**config.mk**
```make
export PLATFORM = sky130hd
export DESIGN_NAME = message_fragmenter_top_flat
export DESIGN_NICKNAME = d
export VERILOG_FILES = /design/src/hdl/mf_pkg.sv /design/src/hdl/mf_in_if.sv /design/src/hdl/mf_out_if.sv /design/src/hdl/mf_ram.sv /design/src/hdl/mf_ctrl.sv /design/src/hdl/mf_dp.sv /design/src/hdl/message_fragmenter_top.sv /design/src/flat_wrapper.sv
export SDC_FILE = /design/constraint.sdc
export NUM_CORES = 1
export LEC_CHECK = 0
export BUFFER_PORTS_ARGS = -buffer_cell sky130_fd_sc_hd__buf_2
export CORE_MARGIN = 3
export CORE_UTILIZATION = 56
export DETAILED_ROUTE_END_ITERATION = 8
export GPL_ROUTABILITY_DRIVEN = 0
export PLACE_DENSITY = 0.76
export SLEW_MARGIN = 10
export SYNTH_ARGS = -nofsm -noshare
export SYNTH_HDL_FRONTEND = slang
export SYNTH_SLANG_ARGS = --single-unit
export TNS_END_PERCENT = 50
```
**constraint.sdc**
```tcl
create_clock -name clk -period 2.5 [get_ports clk]
set_clock_uncertainty 0.05 [all_clocks]
set_input_delay 0.375 -clock clk [delete_from_list [all_inputs] [get_ports clk]]
set_output_delay 0.375 -clock clk [all_outputs]
set_load 0.01 [all_outputs]
```
**src/hdl/mf_pkg.sv**
```systemverilog
// Shared types and constants for the message fragmenter.
`default_nettype none
package mf_pkg;
	localparam int MTU            = 29;
	localparam int MESSAGE_BUFFER = 256;
	localparam logic [7:0] NEWLINE_BYTE = 8'h0A;

	localparam int FILL_W = $clog2(MTU + 1);
	localparam int ADDR_W = (MTU > 1) ? $clog2(MTU) : 1;
	localparam int CNT_W  = (MESSAGE_BUFFER > 2) ? $clog2(MESSAGE_BUFFER) : 1;
	localparam int LEN_W  = 5;

	typedef struct packed {
		logic [7:0] data_byte;
		logic       last_byte;
		logic       empty_message;
	} in_item_t;

	typedef struct packed {
		logic [7:0]       out_byte;
		logic [7:0]       seq_number;
		logic             frag_start;
		logic             frag_more;
		logic             frag_end;
		logic [LEN_W-1:0] chunk_length;
		logic             end_of_frame;
		logic             last_of_run;
	} out_item_t;

	typedef struct packed {
		logic in_ready;
		logic wr;
		logic to_nl;
		logic set_more;
		logic more_val;
		logic start_rd;
		logic next_rd;
		logic load_out;
		logic emit_done;
	} cmd_t;

	typedef struct packed {
		logic acc;
		logic keep_now;
		logic finish_now;
		logic full;
		logic nl;
		logic finish;
		logic more;
		logic idx_last;
		logic out_free;
	} sts_t;
endpackage
`default_nettype wire

```
**src/hdl/mf_in_if.sv**
```systemverilog
// Request channel carrying message bytes into the fragmenter.
`default_nettype none
interface mf_in_if;
	import mf_pkg::*;
	logic     valid;
	logic     ready;
	in_item_t data;
	modport source(output valid, output data, input ready);
	modport sink(input valid, input data, output ready);
endinterface
`default_nettype wire

```
**src/hdl/mf_out_if.sv**
```systemverilog
// Request channel carrying frame payload bytes out of the fragmenter.
`default_nettype none
interface mf_out_if;
	import mf_pkg::*;
	logic      valid;
	logic      ready;
	out_item_t data;
	modport source(output valid, output data, input ready);
	modport sink(input valid, input data, output ready);
endinterface
`default_nettype wire

```
**src/hdl/mf_ram.sv**
```systemverilog
// Generic single-write, single-read RAM with registered read data.
`default_nettype none
module mf_ram #(
	parameter int WIDTH = 8,
	parameter int DEPTH = 29,
	localparam int AW = (DEPTH > 1) ? $clog2(DEPTH) : 1
) (
	input  wire logic             clk,
	input  wire logic             we,
	input  wire logic [AW-1:0]    waddr,
	input  wire logic [WIDTH-1:0] wdata,
	input  wire logic             re,
	input  wire logic [AW-1:0]    raddr,
	output logic      [WIDTH-1:0] rdata
);
	logic [WIDTH-1:0] mem [DEPTH];

	always_ff @(posedge clk) begin
		if (we) begin
			mem[waddr] <= wdata;
		end
		if (re) begin
			rdata <= mem[raddr];
		end
	end
endmodule
`default_nettype wire

```
**src/hdl/mf_ctrl.sv**
```systemverilog
// Controller state machine sequencing byte pushes and frame emission.
`default_nettype none
module mf_ctrl (
	input  wire logic          clk,
	input  wire logic          arst_n,
	input  wire mf_pkg::sts_t  sts,
	output mf_pkg::cmd_t       cmd
);
	import mf_pkg::*;

	typedef enum logic [3:0] {
		S_IDLE  = 4'b0001,
		S_PUSH  = 4'b0010,
		S_START = 4'b0100,
		S_EMIT  = 4'b1000
	} state_t;

	state_t state_q, state_nxt;

	always_ff @(posedge clk or negedge arst_n) begin
		if (!arst_n) begin
			state_q <= S_IDLE;
		end else begin
			state_q <= state_nxt;
		end
	end

	always_comb begin
		cmd       = '0;
		state_nxt = state_q;
		case (state_q)
			S_IDLE: begin
				cmd.in_ready = 1'b1;
				if (sts.acc && (sts.keep_now || sts.finish_now)) begin
					state_nxt = S_PUSH;
				end
			end
			S_PUSH: begin
				if (sts.full) begin
					cmd.set_more = 1'b1;
					cmd.more_val = 1'b1;
					state_nxt    = S_START;
				end else begin
					cmd.wr = 1'b1;
					if (!sts.nl && sts.finish) begin
						cmd.to_nl = 1'b1;
					end else if (sts.nl) begin
						cmd.set_more = 1'b1;
						cmd.more_val = 1'b0;
						state_nxt    = S_START;
					end else begin
						state_nxt = S_IDLE;
					end
				end
			end
			S_START: begin
				cmd.start_rd = 1'b1;
				state_nxt    = S_EMIT;
			end
			S_EMIT: begin
				if (sts.out_free) begin
					cmd.load_out = 1'b1;
					if (!sts.idx_last) begin
						cmd.next_rd = 1'b1;
					end else begin
						cmd.emit_done = 1'b1;
						state_nxt     = sts.more ? S_PUSH : S_IDLE;
					end
				end
			end
			default: begin
				state_nxt = S_IDLE;
			end
		endcase
	end

`ifndef SYNTHESIS
	a_accept_idle: assert property (@(posedge clk) disable iff (!arst_n)
		sts.acc |-> state_q == S_IDLE)
		else $error("input accepted outside idle");
	a_load_free: assert property (@(posedge clk) disable iff (!arst_n)
		cmd.load_out |-> sts.out_free)
		else $error("output register overwritten");
	a_start_emit: assert property (@(posedge clk) disable iff (!arst_n)
		cmd.start_rd |=> state_q == S_EMIT)
		else $error("read start not followed by emission");
`endif
endmodule
`default_nettype wire

```
**src/hdl/mf_dp.sv**
```systemverilog
// Datapath: frame store, fill and message counters, sequence and output register.
`default_nettype none
module mf_dp (
	input  wire logic         clk,
	input  wire logic         arst_n,
	input  wire mf_pkg::cmd_t cmd,
	output mf_pkg::sts_t      sts,
	mf_in_if.sink             in_ch,
	mf_out_if.source          out_ch
);
	import mf_pkg::*;

	logic [FILL_W-1:0] fill_q;
	logic [CNT_W-1:0]  count_q;
	logic [7:0]        seq_q;
	logic              first_q;
	logic [7:0]        pb_q;
	logic              nl_q;
	logic              finish_q;
	logic              more_q;
	logic [ADDR_W-1:0] idx_q;
	logic              ov_q;
	out_item_t         out_q;

	logic              acc;
	logic              keep_now;
	logic              idx_last;
	logic [ADDR_W-1:0] raddr;
	logic [7:0]        rdata;

	assign in_ch.ready = cmd.in_ready;
	assign acc         = in_ch.valid && cmd.in_ready;
	assign keep_now    = !in_ch.data.empty_message && (count_q < CNT_W'(MESSAGE_BUFFER - 1));
	assign idx_last    = (FILL_W'(idx_q) + FILL_W'(1)) == fill_q;
	assign raddr       = cmd.start_rd ? '0 : idx_q + ADDR_W'(1);

	assign sts.acc        = acc;
	assign sts.keep_now   = keep_now;
	assign sts.finish_now = in_ch.data.empty_message || in_ch.data.last_byte;
	assign sts.full       = fill_q == FILL_W'(MTU);
	assign sts.nl         = nl_q;
	assign sts.finish     = finish_q;
	assign sts.more       = more_q;
	assign sts.idx_last   = idx_last;
	assign sts.out_free   = !ov_q || out_ch.ready;

	mf_ram #(.WIDTH(8), .DEPTH(MTU)) u_store (
		.clk   (clk),
		.we    (cmd.wr),
		.waddr (ADDR_W'(fill_q)),
		.wdata (pb_q),
		.re    (cmd.start_rd || cmd.next_rd),
		.raddr (raddr),
		.rdata (rdata)
	);

	always_ff @(posedge clk or negedge arst_n) begin
		if (!arst_n) begin
			fill_q   <= '0;
			count_q  <= '0;
			seq_q    <= '0;
			first_q  <= 1'b1;
			nl_q     <= 1'b0;
			finish_q <= 1'b0;
			more_q   <= 1'b0;
			idx_q    <= '0;
			ov_q     <= 1'b0;
		end else begin
			if (acc) begin
				nl_q     <= !keep_now;
				finish_q <= in_ch.data.empty_message || in_ch.data.last_byte;
				if (keep_now) begin
					count_q <= count_q + CNT_W'(1);
				end
			end
			if (cmd.wr) begin
				fill_q <= fill_q + FILL_W'(1);
			end
			if (cmd.to_nl) begin
				nl_q <= 1'b1;
			end
			if (cmd.set_more) begin
				more_q <= cmd.more_val;
			end
			if (cmd.start_rd) begin
				idx_q <= '0;
			end else if (cmd.next_rd) begin
				idx_q <= idx_q + ADDR_W'(1);
			end
			if (cmd.emit_done) begin
				seq_q  <= seq_q + 8'd1;
				fill_q <= '0;
				if (more_q) begin
					first_q <= 1'b0;
				end else begin
					first_q <= 1'b1;
					count_q <= '0;
				end
			end
			if (cmd.load_out) begin
				ov_q <= 1'b1;
			end else if (out_ch.ready) begin
				ov_q <= 1'b0;
			end
		end
	end

	always_ff @(posedge clk) begin
		if (acc) begin
			pb_q <= keep_now ? in_ch.data.data_byte : NEWLINE_BYTE;
		end else if (cmd.to_nl) begin
			pb_q <= NEWLINE_BYTE;
		end
		if (cmd.load_out) begin
			out_q.out_byte     <= rdata;
			out_q.seq_number   <= seq_q;
			out_q.frag_start   <= first_q;
			out_q.frag_more    <= more_q;
			out_q.frag_end     <= !more_q;
			out_q.chunk_length <= LEN_W'(fill_q);
			out_q.end_of_frame <= idx_last;
			out_q.last_of_run  <= idx_last && (!more_q || (!nl_q && !finish_q));
		end
	end

	assign out_ch.valid = ov_q;
	assign out_ch.data  = out_q;

`ifndef SYNTHESIS
	a_fill_bound: assert property (@(posedge clk) disable iff (!arst_n)
		fill_q <= FILL_W'(MTU))
		else $error("frame fill beyond MTU");
	a_wr_room: assert property (@(posedge clk) disable iff (!arst_n)
		cmd.wr |-> fill_q < FILL_W'(MTU))
		else $error("write into full frame");
	a_msg_close: assert property (@(posedge clk) disable iff (!arst_n)
		cmd.emit_done && !more_q |=> fill_q == '0 && count_q == '0 && first_q)
		else $error("message state not cleared after final frame");
	a_emit_nonempty: assert property (@(posedge clk) disable iff (!arst_n)
		cmd.start_rd |-> fill_q != '0)
		else $error("emission of empty frame");
`endif
endmodule
`default_nettype wire

```
**src/hdl/message_fragmenter_top.sv**
```systemverilog
// Top level of the message fragmenter: controller plus datapath.
// Input: one request per idle visit; a kept byte closing no frame is written in push, then idle;
// a dropped one ending no message stays in idle. Frame emission: a start state issues the first
// store read, then one payload byte per cycle while the sink is ready, paced by its read port.
// Output register decouples the sink; a new input may be accepted while the last result waits.
// Reset (arst_n low) clears control, counters, sequence and flags; frame store is not cleared.
`default_nettype none
module message_fragmenter_top (
	input  wire logic clk,
	input  wire logic arst_n,
	mf_in_if.sink     in_ch,
	mf_out_if.source  out_ch
);
	import mf_pkg::*;

	cmd_t cmd;
	sts_t sts;

	mf_ctrl u_ctrl (
		.clk    (clk),
		.arst_n (arst_n),
		.sts    (sts),
		.cmd    (cmd)
	);

	mf_dp u_dp (
		.clk    (clk),
		.arst_n (arst_n),
		.cmd    (cmd),
		.sts    (sts),
		.in_ch  (in_ch),
		.out_ch (out_ch)
	);
endmodule
`default_nettype wire
```
**src/flat_wrapper.sv**
```systemverilog
// flat-port wrapper written by rule: the top's interface ports become plain ports
module message_fragmenter_top_flat import mf_pkg::*;
  (clk, arst_n, in_ch_valid, in_ch_data, in_ch_ready, out_ch_valid, out_ch_data, out_ch_ready);
  mf_in_if in_ch_i ();
  mf_out_if out_ch_i ();
  input  wire logic clk;
  input  wire logic arst_n;
  input wire logic [$bits(in_ch_i.valid)-1:0] in_ch_valid;
  input wire logic [$bits(in_ch_i.data)-1:0] in_ch_data;
  output wire logic [$bits(in_ch_i.ready)-1:0] in_ch_ready;
  output wire logic [$bits(out_ch_i.valid)-1:0] out_ch_valid;
  output wire logic [$bits(out_ch_i.data)-1:0] out_ch_data;
  input wire logic [$bits(out_ch_i.ready)-1:0] out_ch_ready;
  assign in_ch_i.valid = in_ch_valid;
  assign in_ch_i.data = in_ch_data;
  assign in_ch_ready = in_ch_i.ready;
  assign out_ch_valid = out_ch_i.valid;
  assign out_ch_data = out_ch_i.data;
  assign out_ch_i.ready = out_ch_ready;
  message_fragmenter_top u_core (.clk(clk), .arst_n(arst_n), .in_ch(in_ch_i), .out_ch(out_ch_i));
endmodule
```
=== After elaboration in Yosys (flattened, before gate mapping) ===
Memories as Yosys holds them, arrays and structs flattened. A register that Yosys moved wholly into a read port is not among the register bits.
Cells that the tools add are included.

* Flip-flop bits (word level): 69
* Bits in latches: 0
* Memory bits (writable): 232
* Memory bits (read-only): 0
* Logic and storage cells: 96
* Memories: 1

{| class="wikitable"
|+ Memory list
! memory !! words !! width !! read ports !! clocked after Yosys merged registers in !! write ports !! RTL line !! source
|-
| u_core.u_dp.u_store.mem || 29 || 8 || 1 || 1 || 1 || mf_ram.sv:16 || <nowiki>logic [WIDTH-1:0] mem [DEPTH];</nowiki>
|}

* $add $sub $neg: 4
* Multipliers: 0
* Divide/modulo/power cells: 0
* $lt $le $gt $ge: 1
* Equality and inequality tests: 10
* Shifts and indexed selects: 0
* Mux-type cells: 39
* Bitwise operators: 0
* Reduce and logical (&&, ||, !) cells: 22

{| class="wikitable"
|+ Operators with widths
! cell !! count
|-
| $mux W8 || 7
|-
| $mux W5 || 5
|-
| $mux W4 || 6
|-
| $add A8 B1 Y8 const B || 2
|-
| $pmux W4 S4 || 1
|-
| $mux W1 || 12
|-
| $add A5 B1 Y5 const B || 2
|-
| $mux W2 || 5
|-
| $mux W3 || 3
|-
| $lt A8 B8 Y1 const B || 1
|-
| $reduce_bool A2 Y1 || 4
|-
| $logic_and A1 B1 Y1 || 6
|-
| $logic_not A1 Y1 || 6
|-
| $eq A5 B5 Y1 || 1
|-
| $eq A5 B5 Y1 const B || 1
|-
| $logic_or A1 B1 Y1 || 5
|-
| $eq A4 B1 Y1 const B || 1
|-
| $eq A4 B2 Y1 const B || 1
|-
| $eq A4 B3 Y1 const B || 1
|-
| $eq A4 B4 Y1 const B || 1
|-
| $ne A2 B2 Y1 const B || 2
|-
| $reduce_and A4 Y1 || 1
|-
| $ne A3 B2 Y1 const B || 1
|-
| $ne A2 B1 Y1 const B || 1
|}

=== Logic depth before layout (Yosys ltp) ===
Gate-level depths: netlist of the first run.

* Depth in word-level cells: 7
* Mapped depth: 9
* Mapped depth without buffers: 7

=== Modules after synthesis ===
Synthesis of the first run repeated with hierarchy kept, for this count alone.

* Cells, all modules: 710
* Area total of the unflattened synthesis: 12435.7 um2

{| class="wikitable"
|+ By module, submodules not included
! module !! instances !! cells each !! area an instance (um2)
|-
| mf_ram || 1 || 467 || 9401.5
|-
| mf_dp || 1 || 204 || 2720.1
|-
| mf_ctrl || 1 || 39 || 314.1
|}

=== Worst setup path before layout of the first run ===
OpenSTA, ideal clock, no wires.

* Path type: register -> register
* From: register u_core.u_dp.idx_q[1]
* To: register u_core.u_dp.u_store.rdata[0], read port of u_core.u_dp.u_store.mem, enable pin
* Library setup time: 0.308 ns
* Arrival time: 2.170 ns
* Required time: 2.142 ns
* Slack: -0.028 ns
* Cell stages (with the launch flop): 8
* Path buffers: 1
* Clock period less this slack: 2.528 ns
* Path through: dfrtp_1 ha_1 buf_2 xor2_1 a2111oi_0 a31oi_1 o21ai_0 nand2_1

* Word-level cells in the longest chain between the ends: 6

{| class="wikitable"
|+ Ends and longest elaborated chain
! what !! RTL line !! source
|-
| start: declaration || mf_dp.sv:21 || <nowiki>logic [ADDR_W-1:0] idx_q;</nowiki>
|-
| start signal: assignment || mf_dp.sv:88 || <nowiki>idx_q <= idx_q + ADDR_W'(1);</nowiki>
|-
| $add A5 B1 Y5 || mf_dp.sv:34 || <nowiki>assign idx_last = (FILL_W'(idx_q) + FILL_W'(1)) == fill_q;</nowiki>
|-
| $eq A5 B5 Y1 || mf_dp.sv:34 ||
|-
| $mux W1 || mf_ctrl.sv:63 || <nowiki>if (!sts.idx_last) begin</nowiki>
|-
| $mux W3 || mf_ctrl.sv:61 || <nowiki>if (sts.out_free) begin</nowiki>
|-
| $mux W3 || mf_ctrl.sv:31 || <nowiki>case (state_q)</nowiki>
|-
| $logic_or A1 B1 Y1 || mf_dp.sv:52 || <nowiki>.re (cmd.start_rd || cmd.next_rd),</nowiki>
|-
| net u_core.u_dp.u_store.re || mf_ram.sv:12 || <nowiki>input wire logic re,</nowiki>
|-
| end: declaration || mf_ram.sv:14 || <nowiki>output logic [WIDTH-1:0] rdata</nowiki>
|}

The timed path passes the listed nets, and every way through them passes these cells.
A chain may end at the register's enable or synchronous reset.

=== Final worst setup path of the first run ===
* From: register u_core.u_dp.idx_q[0]
* To: register u_core.u_dp.u_store.rdata[7], read port of u_core.u_dp.u_store.mem (data pin)

* Word-level cells in the longest chain between the ends: 6

{| class="wikitable"
|+ Ends and longest elaborated chain
! what !! RTL line
|-
| $add A5 B1 Y5 (*) || mf_dp.sv:34, mf_dp.sv:35
|-
| $eq A5 B5 Y1 || mf_dp.sv:34
|-
| $mux W1 || mf_ctrl.sv:63
|-
| $mux W3 || mf_ctrl.sv:61
|-
| $mux W3 || mf_ctrl.sv:31
|-
| $logic_or A1 B1 Y1 || mf_dp.sv:52
|}

Every way passes the cells marked *; elsewhere a longest branch is shown, timed or not.

==> impl_results.md, run 1 <==
- Outcome: completed
- Synth Area in XOR/XNOR: 0.01986
- Sequential group share of total power: 0.377
- FF-to-FF Start: u_core.u_dp.idx_q[0]
- Clock share of power: 0.269
- Flops & latches, synth: 309
- H-Tree Depth: 1
- First-pass GRT wire length: 43,790 um
- Initial antenna violation count: 1
- Gate count of the mapped netlist: 837
- IO Port Bufs: 41
- Critical path startpoint category: register
- ANT cells: 0
- Crit share post-route: 0.9951
- Routed WL per cell: 22.19 um
- Final setup violation count: 0
- Sink Count: 309
- Synth Area in Compound Gates: 0.06633
- Setup TNS: 0 ns
- Worst vdd ir: 0.6994 mV
- Share of layout cells above drive strength 1: 0.2560
- Cell variety after synth: 70
- Num ports: 42
- Post-synth ARST share: 0.1133
- Design area: 15,120 sq um
- Detail Route Antenna Nets: 0
- Mapped cell area: 12,790 sq um
- Total CTS buffers: 31
- Initial core utilization: 0.5771
- Worst R2R End: u_core.u_dp.u_store.rdata[7]
- EDFF count, synth: 274
- RSZ-0062 raised after global routing: true
- Post-Synth Adder-Cell Area: 0.006848
- Mux cell area share after synthesis: 0.06212
- Via count: 7,887
- Primary FF master, synth: edfxtp_1
- Initial DRC Count: 958
- Worst Hold Launch: in_ch_data[3]
- CTS clk-pin slew, worst paths: 0.06 ns
- Later-pin clock latency in the skew report: 0.56 ns
- Post-DP Area: 14,020 sq um
- CORE AREA: 22,160 sq um
- Sequential share of the synthesized area: 0.7120
- Main combinational cell family by area after synthesis: simple AND/OR/NAND/NOR gates
- Post-placement setup slack: 0.002669 ns
- Total track usage: 0.2309
- Worst EP required: 2.84 ns
- Switching share of power: 0.3322
- Hold Path End: u_core.u_dp.pb_q[1]
- Residual DRC: 0
- WS Path Type: reg -> reg
- Worst r2r path cells: 7
- Dpl cells: 1,214
- Mean Syn Cell Area: 15.28 sq um
- CP Data Arrival Time: 2.83 ns
- Die width: 157.1 um
- Post-layout min period: 2.488 ns
- Die Area: 24,690 sq um
- Synth Area in Simple Gates: 0.1141
- Max Root-Sink Buffers: 3
- Slew @ Worst Pin: 0.6933 ns
- Pin count of the biggest net entering global routing: 35
- Die H: 157.1 um
- Finished Layout Cells: 1,276
- Area growth from synthesis to layout: 18.21%
- PnR worst setup slack: 0.01232 ns
- Fillers: 1,464
- NumNets Final: 992
- CP Capture Type: register
- Net Switching: 5.727 mW
- Pleak: 5.415 nW
- TritonCTS clock tree: built
- Max_cap viols: 0
- Internal power: 11.51 mW
- Detailed Place HPWL: 17,960 um
- Endpoints failing hold: 0
- Fmax: 402.0 MHz
- Critical Path Fanout Max: 18
- Reg-to-reg slack, setup: 0.01 ns
- Hold path depth: 2
- Synth warn: 0
- Clk root buf: clkbuf_16
- Comb pwr share: 0.354
- Total power per unit cell area: 1140 nW/um^2
- Fin. max-slew vios: 0
- Final wirelength: 28,310 um
- Site Rows: 54
- Number of global-route vias before repair: 7,725
- Vias per inst: 6.181
- TritonRoute pass-1 iters: 7
- Overflow after GRT: 0
- Worst hold-check path type: in -> reg
- Post-Synthesis Net Count: 858
- Slew headroom: 0.5378
## critical path, cell delays in order, from the launching register on
cell	delay, ns
dfrtp_4	0.48
ha_2	0.26
xnor2_4	0.27
buf_12	0.20
nand2_1	0.07
and3_1	0.19
or4_1	0.53
a32oi_1	0.26
## cell type report
type / instances / area, sq um / share of cell area
Multi-Input combinational cell: 476 / 3476 / 0.2299
Inverter: 7 / 26.28 / 0.001738
Clock buffer: 34 / 787.0 / 0.05206
Sequential cell: 309 / 9111 / 0.6027
Clock inverter: 24 / 244.0 / 0.01614
Timing Repair Buffer: 146 / 1124 / 0.07432
Tap cell: 280 / 350.3 / 0.02317
## state kept, by name, summed over array words and instances (netlist names), 4 cells and up
signal,count
u_core.u_ctrl.state_q,4
u_core.u_dp.out_ch.data,26
u_core.u_dp.count_q,8
u_core.u_dp.fill_q,5
u_core.u_dp.seq_q,8
u_core.u_dp.pb_q,8
u_core.u_dp.idx_q,5
u_core.u_dp.u_store.rdata,8
u_core.u_dp.u_store.mem,232
## metal layers
layer	up-vias	wire length [um]	GRT usage
li1	3519	-	-
met2	376	13800	0.3784
met5	-	45	0
met1	3901	11190	0.3119
met3	87	2343	0.04922
met4	4	933	0.07810
## worst max-delay path by stage
| stage | cells past startpoint | start | slack [ns] | end |
|---|---|---|---|---|
| 2_1_floorplan | 7 | u_core.u_dp.idx_q[1] | 0.03 | u_core.u_dp.u_store.rdata[3] |
| 3_3_place_gp | 6 | u_core.u_dp.idx_q[0] | 0.03 | u_core.u_dp.u_store.rdata[3] |
| 3_5_place_dp | 7 | u_core.u_dp.idx_q[0] | 0.003 | u_core.u_dp.u_store.rdata[3] |
| 4_1_cts | 7 | u_core.u_dp.idx_q[0] | 0.02 | u_core.u_dp.u_store.rdata[7] |
| 5_1_grt | 7 | u_core.u_ctrl.state_q[3] | -0.01 | u_core.u_dp.u_store.rdata[3] |
| 6_report | 7 | u_core.u_dp.idx_q[0] | 0.01 | u_core.u_dp.u_store.rdata[7] |
## power by group through the flow
stage | Combinational, mW | Clock, mW | Sequential, mW
final | 6.11 | 4.63 | 6.50
after global routing | 6.56 | 4.90 | 6.53
after CTS | 5.99 | 4.69 | 6.50
after detailed placement | 5.88 | 0 | 6.60
after global placement | 5.77 | 0 | 6.59
after floorplan | 3.51 | 0 | 6.69
## through the flow
step           total power, mW  hold WS, ns    util
3_5_place_dp             12.48       0.3638  0.6328
5_1_grt                  17.99      0.02439  0.6822
4_1_cts                  17.17      0.01748  0.6802
2_1_floorplan            10.20      0.02941       -
3_3_place_gp             12.36       0.3563  0.6328
6_report                 17.24      0.03420  0.6822
## cells in the mapped netlist, drive strengths merged (18+ instances only)
master	n	area (sq um)
buf	24	135.1
clkbuf	21	78.83
nand3	19	107.6
nand2	44	181.4
edfxtp	274	8228
and2	18	112.6
or3	25	156.4
and3	18	112.6
dfrtp	33	825.8
mux2i	22	220.2
nor2	89	334.1
## kinds of logic after synthesis
| logic type | Yosys count |
|---|---|
| buf+inv | 52 |
| simple gates | 271 |
| mux | 56 |
| flops | 309 |
| xor+xnor | 26 |
| compound gates | 116 |
| fa+ha+maj | 7 |
## cell usage in the layout, fill, tap and decap left out, drive strengths merged, types with 5 or more instances in the layout
cell type / count
nand3: 19
and2: 18
or4: 7
buf: 145
clkbuf: 34
mux4: 17
o311ai: 7
and3: 18
a21oi: 8
nand4: 8
o21ai: 13
nand2: 44
mux2: 17
nor2: 89
or3: 25
dfrtp: 33
clkinv: 14
inv: 8
edfxtp: 274
a32oi: 7
o22ai: 16
o221ai: 16
a22o: 7
mux2i: 22
nor3: 13
a31oi: 17
ha: 7
xnor2: 12
a211oi: 9
clkinvlp: 5
xor2: 14
nand3b: 5
## repair_timing
item,CTS,global route
pin swaps,2,3
endpoints found under the hold margin,26,0
resized for setup,1,9
endpoints found under the setup margin,3,26
hold buffers,1,0
setup buffers,1,2
(Power assumes the default switching activity.)
==> run 2: changes to the inputs <==
Settings changed: ABC_CLOCK_PERIOD_IN_PS from default to 2500, BUFFER_PORTS_ARGS -buffer_cell sky130_fd_sc_hd__buf_2 to -buffer_cell sky130_fd_sc_hd__buf_4, CORE_MARGIN 3 to 5.
==> run 2 against run 1 <==
Against the previous run: non-clock buffer count grew 5; total power increased by 0.49%; cell area up 0.70%; final cell count is 0.63% higher; clock power down 5.0%; global-route usage down 0.89 points; largest power group unchanged; critical path depth fell by 1; setup slack improved by 0.036 ns; wire length grew 1.8%; fmax grew 1.5%; worst hold slack improved by 0.0092 ns; clock-buffer cell count increased by 6.
==> impl_results.md, run 2 (synthesis results as in run 1) <==
- Outcome: completed (unchanged)
- Pleak: 5.458 nW (was 5.415 nW)
- Critical Path End: u_core.u_dp.u_store.rdata[5] (was u_core.u_dp.u_store.rdata[7])
- Met2 Use GR: 0.3649 (was 0.3784)
- Total power per unit cell area: 1138 nW/um^2 (was 1140 nW/um^2)
- Routed WL per cell: 22.45 um (was 22.19 um)
- Overflow after GRT: 0 (unchanged)
- Pin count of the biggest net entering global routing: 36 (was 35)
- Met3 usage: 0.03113 (was 0.04922)
- TritonCTS clock tree: built (unchanged)
- CP Data Arrival Time: 2.78 ns (was 2.83 ns)
- Largest register FFs: 232 (unchanged)
- Slew @ Worst Pin: 1.099 ns (was 0.6933 ns)
- CP peak stage delay: 0.62 ns (was 0.53 ns)
- Initial DRC Count: 845 (was 958)
- Via count: 7,945 (was 7,887)
- Hold_ws: 0.04343 ns (was 0.03420 ns)
- Fin. max-slew vios: 0 (unchanged)
- Largest Register: u_core.u_dp.u_store.mem (unchanged)
- Number of global-route vias before repair: 7,894 (was 7,725)
- Die H: 161.1 um (was 157.1 um)
- NumNets Final: 996 (was 992)
- Area growth from synthesis to layout: 19.03% (was 18.21%)
- Initial antenna violation count: 0 (was 1)
- Share of layout cells above drive strength 1: 0.2623 (was 0.2560)
- Total CTS buffers: 30 (was 31)
- Worst r2r path cells: 6 (was 7)
- Vias per inst: 6.188 (was 6.181)
- WS Path Type: reg -> reg (unchanged)
- Detail Route Antenna Nets: 0 (unchanged)
- H-Tree Depth: 1 (unchanged)
- Crit path buf inv count: 1 (unchanged)
- Clk root buf: clkbuf_16 (unchanged)
- CP Cell Sequence: or4b_1 > buf_12 > nand3_4 > o22ai_1 > or4_1 > a32oi_1 (was ha_2 > xnor2_4 > buf_12 > nand2_1 > and3_1 > or4_1 > a32oi_1)
- Fillers: 1,566 (was 1,464)
- Worst EP required: 2.83 ns (was 2.84 ns)
- FF-to-FF Start: u_core.u_ctrl.state_q[3] (was u_core.u_dp.idx_q[0])
- Sink Count: 309 (unchanged)
- Max_cap viols: 0 (unchanged)
- First-pass GRT wire length: 45,330 um (was 43,790 um)
- Slew headroom: 0.2672 (was 0.5378)
- Endpoints failing hold: 0 (unchanged)
- Met1 usage: 0.3177 (was 0.3119)
- CP Launch Point: u_core.u_ctrl.state_q[3] (was u_core.u_dp.idx_q[0])
- RSZ-0062 raised after global routing: true (unchanged)
- Later-pin clock latency in the skew report: 0.55 ns (was 0.56 ns)
- Reg-to-reg slack, setup: 0.05 ns (was 0.01 ns)
- Post-layout min period: 2.452 ns (was 2.488 ns)
- Worst hold-check path type: in -> reg (unchanged)
- Crit-path leading delay family: simple AND/OR/NAND/NOR gates (unchanged)
- Fmax: 407.9 MHz (was 402.0 MHz)
- IO Port Bufs: 41 (unchanged)
- Total track usage: 0.2221 (was 0.2309)
- Detailed Place HPWL: 18,920 um (was 17,960 um)
- ANT cells: 0 (unchanged)
- CP Capture Type: register (unchanged)
- Worst vdd ir: 0.6119 mV (was 0.6994 mV)
- Setup TNS: 0 ns (unchanged)
- Critical path depth: 6 (was 7)
- Die width: 161.1 um (was 157.1 um)
- Initial core utilization: 0.5666 (was 0.5771)
- CTS clk-pin slew, worst paths: 0.06 ns (about the same)
- TritonRoute pass-1 iters: 6 (was 7)
- Worst R2R End: u_core.u_dp.u_store.rdata[5] (was u_core.u_dp.u_store.rdata[7])
- Final setup violation count: 0 (unchanged)
- Most frequent cells in the layout: edfxtp_1, buf_4, nor2_1 (unchanged)
- Critical path startpoint category: register (unchanged)
- Residual DRC: 0 (unchanged)
- Die Area: 25,960 sq um (was 24,690 sq um)
- Max Root-Sink Buffers: 3 (unchanged)
- Busiest grt layer: met2 (unchanged)
- Site Rows: 55 (was 54)
- Crit share post-route: 0.9807 (was 0.9951)
- Post-DP Area: 14,170 sq um (was 14,020 sq um)
- Slowest-stage cell, CP: or4b_1 (was or4_1)
- Critical Path Fanout Max: 34 (was 18)
- Final wirelength: 28,830 um (was 28,310 um)
- Commonest non-fill, non-tap cell in the layout: edfxtp_1 (unchanged)
- Design area: 15,220 sq um (was 15,120 sq um)
- CORE AREA: 22,570 sq um (was 22,160 sq um)
- Num ports: 42 (unchanged)
-- run 2: area by class of cell --
class / instances / area, sq um / share of cell area
flip-flops and latches: 309 / 9110 / 0.5984
multi-input cells: 476 / 3510 / 0.2305
repair buffers: 151 / 1247 / 0.08194
clock buffers: 40 / 849.6 / 0.05581
well taps: 285 / 356.6 / 0.02342
clock inverters: 16 / 123.9 / 0.008137
inverters: 7 / 26.28 / 0.001726
-- run 2: timing repair --
item | in CTS | in global routing
gates cloned | 0 | 0
buffers inserted | 0 | 1
endpoints found under the hold margin | 33 | 0
resized for setup | 2 | 16
pin swaps | 2 | 2
setup endpoints to repair | 5 | 53
hold buffers | 1 | 0
-- run 2: how the worst min path moves through the flow --
stage / slack [ns] / startpoint / to / depth (start not counted)
5_1_grt: 0.04 / in_ch_data[3] / u_core.u_dp.pb_q[1] / 2
4_1_cts: 0.03 / in_ch_data[3] / u_core.u_dp.pb_q[1] / 2
6_report: 0.04 / in_ch_data[3] / u_core.u_dp.pb_q[1] / 2
3_3_place_gp: 0.31 / arst_n / u_core.u_dp.count_q[6] / 1
3_5_place_dp: 0.32 / arst_n / u_core.u_dp.count_q[6] / 1
2_1_floorplan: 0.03 / arst_n / u_core.u_ctrl.state_q[1] / 0
-- run 2: worst reg2reg max path: stages, from the launching register on --
cell     delay, ns
dfrtp_1       0.40
or4b_1        0.62
buf_12        0.22
nand3_4       0.14
o22ai_1       0.12
or4_1         0.51
a32oi_1       0.23
-- run 2: per-layer routing --
metal | wire (um) | vias to the layer above | share of wire
met5 | 0 | - | 0
met2 | 14240 | 368 | 0.49
met4 | 748 | 0 | 0.026
met3 | 2075 | 64 | 0.072
met1 | 11770 | 3982 | 0.41
li1 | - | 3531 | -
-- run 2: through the flow --
stage | worst slack (ns) | instances | total power, mW | utilization
detailed placement | -0.04350 | 1226 | 12.73 | 0.6279
global placement | -0.009000 | 1226 | 12.56 | 0.6279
finish | 0.04835 | 1284 | 17.32 | 0.6744
global route | -0.007517 | 1284 | 18.07 | 0.6744
floorplan | 0.02506 | 837 | 10.20 | -
CTS | 0.02273 | 1283 | 17.18 | 0.6717
-- run 2: where the power goes --
group          leakage [nW]  switching, mW  internal, mW
sequential             2.90          0.270          6.28
combinational          2.07           3.63          2.76
clock                 0.488           1.82          2.58
total                  5.46           5.72          11.6
==> run 3: changes to the inputs <==
Settings changed: ABC_AREA from default to 1.
==> run 3 against run 2 <==
Against the previous run: sequential share of layout area shrank 1.5 points; setup slack gained 0.058 ns; clock power fell by 2%; sequential power fell by 0.9%; critical endpoint is now u_core.u_dp.u_store.rdata[2].
==> impl_results.md, run 3 <==
- Outcome: completed (unchanged)
- Detailed Place HPWL: 19,910 um (was 18,920 um)
- TritonCTS clock tree: built (unchanged)
- Die width: 166.7 um (was 161.1 um)
- Mean Syn Cell Area: 10.51 sq um (was 15.28 sq um)
- H-Tree Depth: 1 (unchanged)
- RSZ-0062 raised after global routing: false (was true)
- Largest register FFs: 232 (unchanged)
- CP Capture Type: register (unchanged)
- Later-pin clock latency in the skew report: 0.56 ns (was 0.55 ns)
- Post-synth top cells: edfxtp_1, nand2_1, nand3_1, inv_1, nor2_1 (was edfxtp_1, nor2_1, nand2_1, dfrtp_1, or3_1)
- Worst hold-check path type: in -> reg (unchanged)
- Dpl cells: 1,674 (was 1,226)
- WS Path Type: reg -> reg (unchanged)
- Post-synth ARST share: 0.1133 (unchanged)
- Top post-synthesis cells by area: edfxtp_1, nand3_1, nand2_1 (was edfxtp_1, dfrtp_1, mux4_2)
- Pin count of the biggest net entering global routing: 72 (was 36)
- Leading area contributor after synthesis: edfxtp_1 (unchanged)
- Final setup violation count: 0 (unchanged)
- Endpoints failing hold: 0 (unchanged)
- Synth warn: 0 (unchanged)
- Max Root-Sink Buffers: 3 (unchanged)
- Initial antenna violation count: 0 (unchanged)
- Commonest non-fill, non-tap cell in the layout: edfxtp_1 (unchanged)
- Mapped cell area: 13,750 sq um (was 12,790 sq um)
- Primary FF master, synth: edfxtp_1 (unchanged)
- Area share of the leading cell type in the synthesized netlist: 0.5983 (was 0.6433)
- Max_cap viols: 0 (unchanged)
- IO Port Bufs: 41 (unchanged)
- Fin. max-slew vios: 0 (unchanged)
- Most frequent cell after synthesis: edfxtp_1 (unchanged)
- Die H: 166.7 um (was 161.1 um)
- Crit share post-route: 0.9575 (was 0.9807)
- Total power per unit cell area: 938.0 nW/um^2 (was 1138 nW/um^2)
- Final wirelength: 31,580 um (was 28,830 um)
- Largest Register: u_core.u_dp.u_store.mem (unchanged)
- Most frequent cells in the layout: edfxtp_1, nand2_1, nand3_1 (was edfxtp_1, buf_4, nor2_1)
- Worst EP required: 2.74 ns (was 2.83 ns)
- TritonRoute pass-1 iters: 6 (unchanged)
- ANT cells: 0 (unchanged)
- Vias per inst: 5.463 (was 6.188)
- Detail Route Antenna Nets: 0 (unchanged)
- Total track usage: 0.2240 (was 0.2221)
- Sequential share of the synthesized area: 0.6621 (was 0.7120)
- Gate count of the mapped netlist: 1,308 (was 837)
- NumNets Final: 1,406 (was 996)
- Critical path startpoint category: register (unchanged)
- Post-Synthesis Net Count: 1,329 (was 858)
- Residual DRC: 0 (unchanged)
- CTS clk-pin slew, worst paths: 0.06 ns (about the same)
- EDFF count, synth: 274 (unchanged)
- CP Data Arrival Time: 2.64 ns (was 2.78 ns)
- Pleak: 6.654 nW (was 5.458 nW)
- Setup Fix Bufs, Post-CTS: 0 (unchanged)
- Area growth from synthesis to layout: 13.53% (was 19.03%)
- Setup TNS: 0 ns (unchanged)
- CORE AREA: 24,250 sq um (was 22,570 sq um)
- Crit path buf inv count: 2 (was 1)
- Worst path most repeated cell: nand3_1
- Share of layout cells above drive strength 1: 0.1343 (was 0.2623)
- Num ports: 42 (unchanged)
- First-pass GRT wire length: 49,560 um (was 45,330 um)
- Initial core utilization: 0.5672 (was 0.5666)
- Overflow after GRT: 0 (unchanged)
- Number of global-route vias before repair: 9,375 (was 7,894)
- Flops & latches, synth: 309 (unchanged)
- Critical Path Fanout Max: 30 (was 34)
- Crit-path leading delay family: simple AND/OR/NAND/NOR gates (unchanged)
- Site Rows: 57 (was 55)
- Fmax: 417.8 MHz (was 407.9 MHz)
- Clk root buf: clkbuf_16 (unchanged)
- Worst vdd ir: 0.7540 mV (was 0.6119 mV)
- Total CTS buffers: 31 (was 30)
- Post-layout min period: 2.394 ns (was 2.452 ns)
- Reg-to-reg slack, setup: 0.11 ns (was 0.05 ns)
- Fillers: 1,860 (was 1,566)
- Cell variety after synth: 37 (was 70)
- Sink Count: 309 (unchanged)
- Slowest-stage cell, CP: dfstp_2 (was or4b_1)
- Initial DRC Count: 893 (was 845)
- Slew @ Worst Pin: 1.240 ns (was 1.099 ns)
- CP Cell Sequence: nor2_2 > nand2_4 > buf_12 > buf_6 > nand3_1 > nand3_1 > nand3_1 > nand3_1 > nand2_1 > nand2_1 > nand2_1 (was or4b_1 > buf_12 > nand3_4 > o22ai_1 > or4_1 > a32oi_1)
- Finished Layout Cells: 1,731 (was 1,284)
- Die Area: 27,790 sq um (was 25,960 sq um)
- Slew headroom: 0.1732 (was 0.2672)
- Via count: 9,456 (was 7,945)
- Routed WL per cell: 18.24 um (was 22.45 um)
- CP peak stage delay: 0.56 ns (was 0.62 ns)
==> run 3: changes by cell type after synthesis, moves of 17 or more <==
cell	delta
or3_1	-25
mux4_2	-17
mux2_2	-17
nand2_1	+215
nor2_1	+67
inv_1	+173
mux2i_1	-22
nand3_1	+197
and3_1	-18
nand3b_1	+28
==> run 3: power by group <==
group	internal [mW]	switching (mW)
sequential	6.22	0.258
clock	2.46	1.84
combinational	1.16	2.71
==> run 3: final cells by class <==
| class | instances | area, sq um | area share |
|---|---|---|---|
| sequential | 309 | 9107 | 0.5833 |
| clock inverter | 17 | 128.9 | 0.008254 |
| timing repair buffer | 99 | 844.6 | 0.05409 |
| clock buffer | 38 | 802.0 | 0.05137 |
| multi-input combinational | 758 | 3617 | 0.2317 |
| inverter | 186 | 708.2 | 0.04536 |
| tap | 324 | 405.4 | 0.02596 |
==> run 3: final timing paths <==
path	to	cells after the start	start
max in group asynchronous	u_core.u_dp.fill_q[1]	2	arst_n
max	u_core.u_dp.u_store.rdata[2]	11	u_core.u_ctrl.state_q[0]
min reg2reg	u_core.u_dp.out_ch.data[23]	0	u_core.u_dp.u_store.rdata[5]
min	u_core.u_dp.pb_q[3]	2	in_ch_data[5]
min in group asynchronous	u_core.u_dp.idx_q[0]	2	arst_n
max reg2reg	u_core.u_dp.u_store.rdata[2]	11	u_core.u_ctrl.state_q[0]
==> run 3: cell families after synthesis <==
| family | synth area share |
|---|---|
| buffers and inverters | 0.07560 |
| DFF | 0.6621 |
| and+or+nand+nor | 0.2382 |
| AOI/OAI and AO/OA | 0.01137 |
| adders and majority gates | 0.006368 |
| xor gates and xnor gates | 0.006369 |
==> run 3: per-stage QoR <==
stage | utilization | hold WS, ns | total power, mW | instance area, sq um | setup slack, ns
after floorplan | - | 0.02941 | 9.109 | 13750 | 0.1520
after global placement | 0.6026 | 0.3178 | 10.24 | 14610 | 0.08033
after detailed placement | 0.6026 | 0.3138 | 10.34 | 14610 | 0.01293
after CTS | 0.6430 | 0.02324 | 14.64 | 15590 | 0.03272
after global routing | 0.6439 | 0.02973 | 15.34 | 15610 | 0.009422
final | 0.6439 | 0.03421 | 14.65 | 15610 | 0.1062
==> run 3: what timing repair did <==
item | CTS | global route
cloned | 1 | 0
gates resized for setup | 2 | 8
pin swaps | 0 | 0
endpoints found under the setup margin | 2 | 16
hold buffers | 1 | 0
endpoints found under the hold margin | 33 | 0
==> run 3: metal layers <==
metal | vias up | part of all wire | GRT usage
li1 | 4468 | - | -
met1 | 4488 | 0.39 | 0.2904
met2 | 429 | 0.49 | 0.3751
met3 | 71 | 0.089 | 0.05096
met4 | 0 | 0.033 | 0.07898
met5 | - | 0 | 0
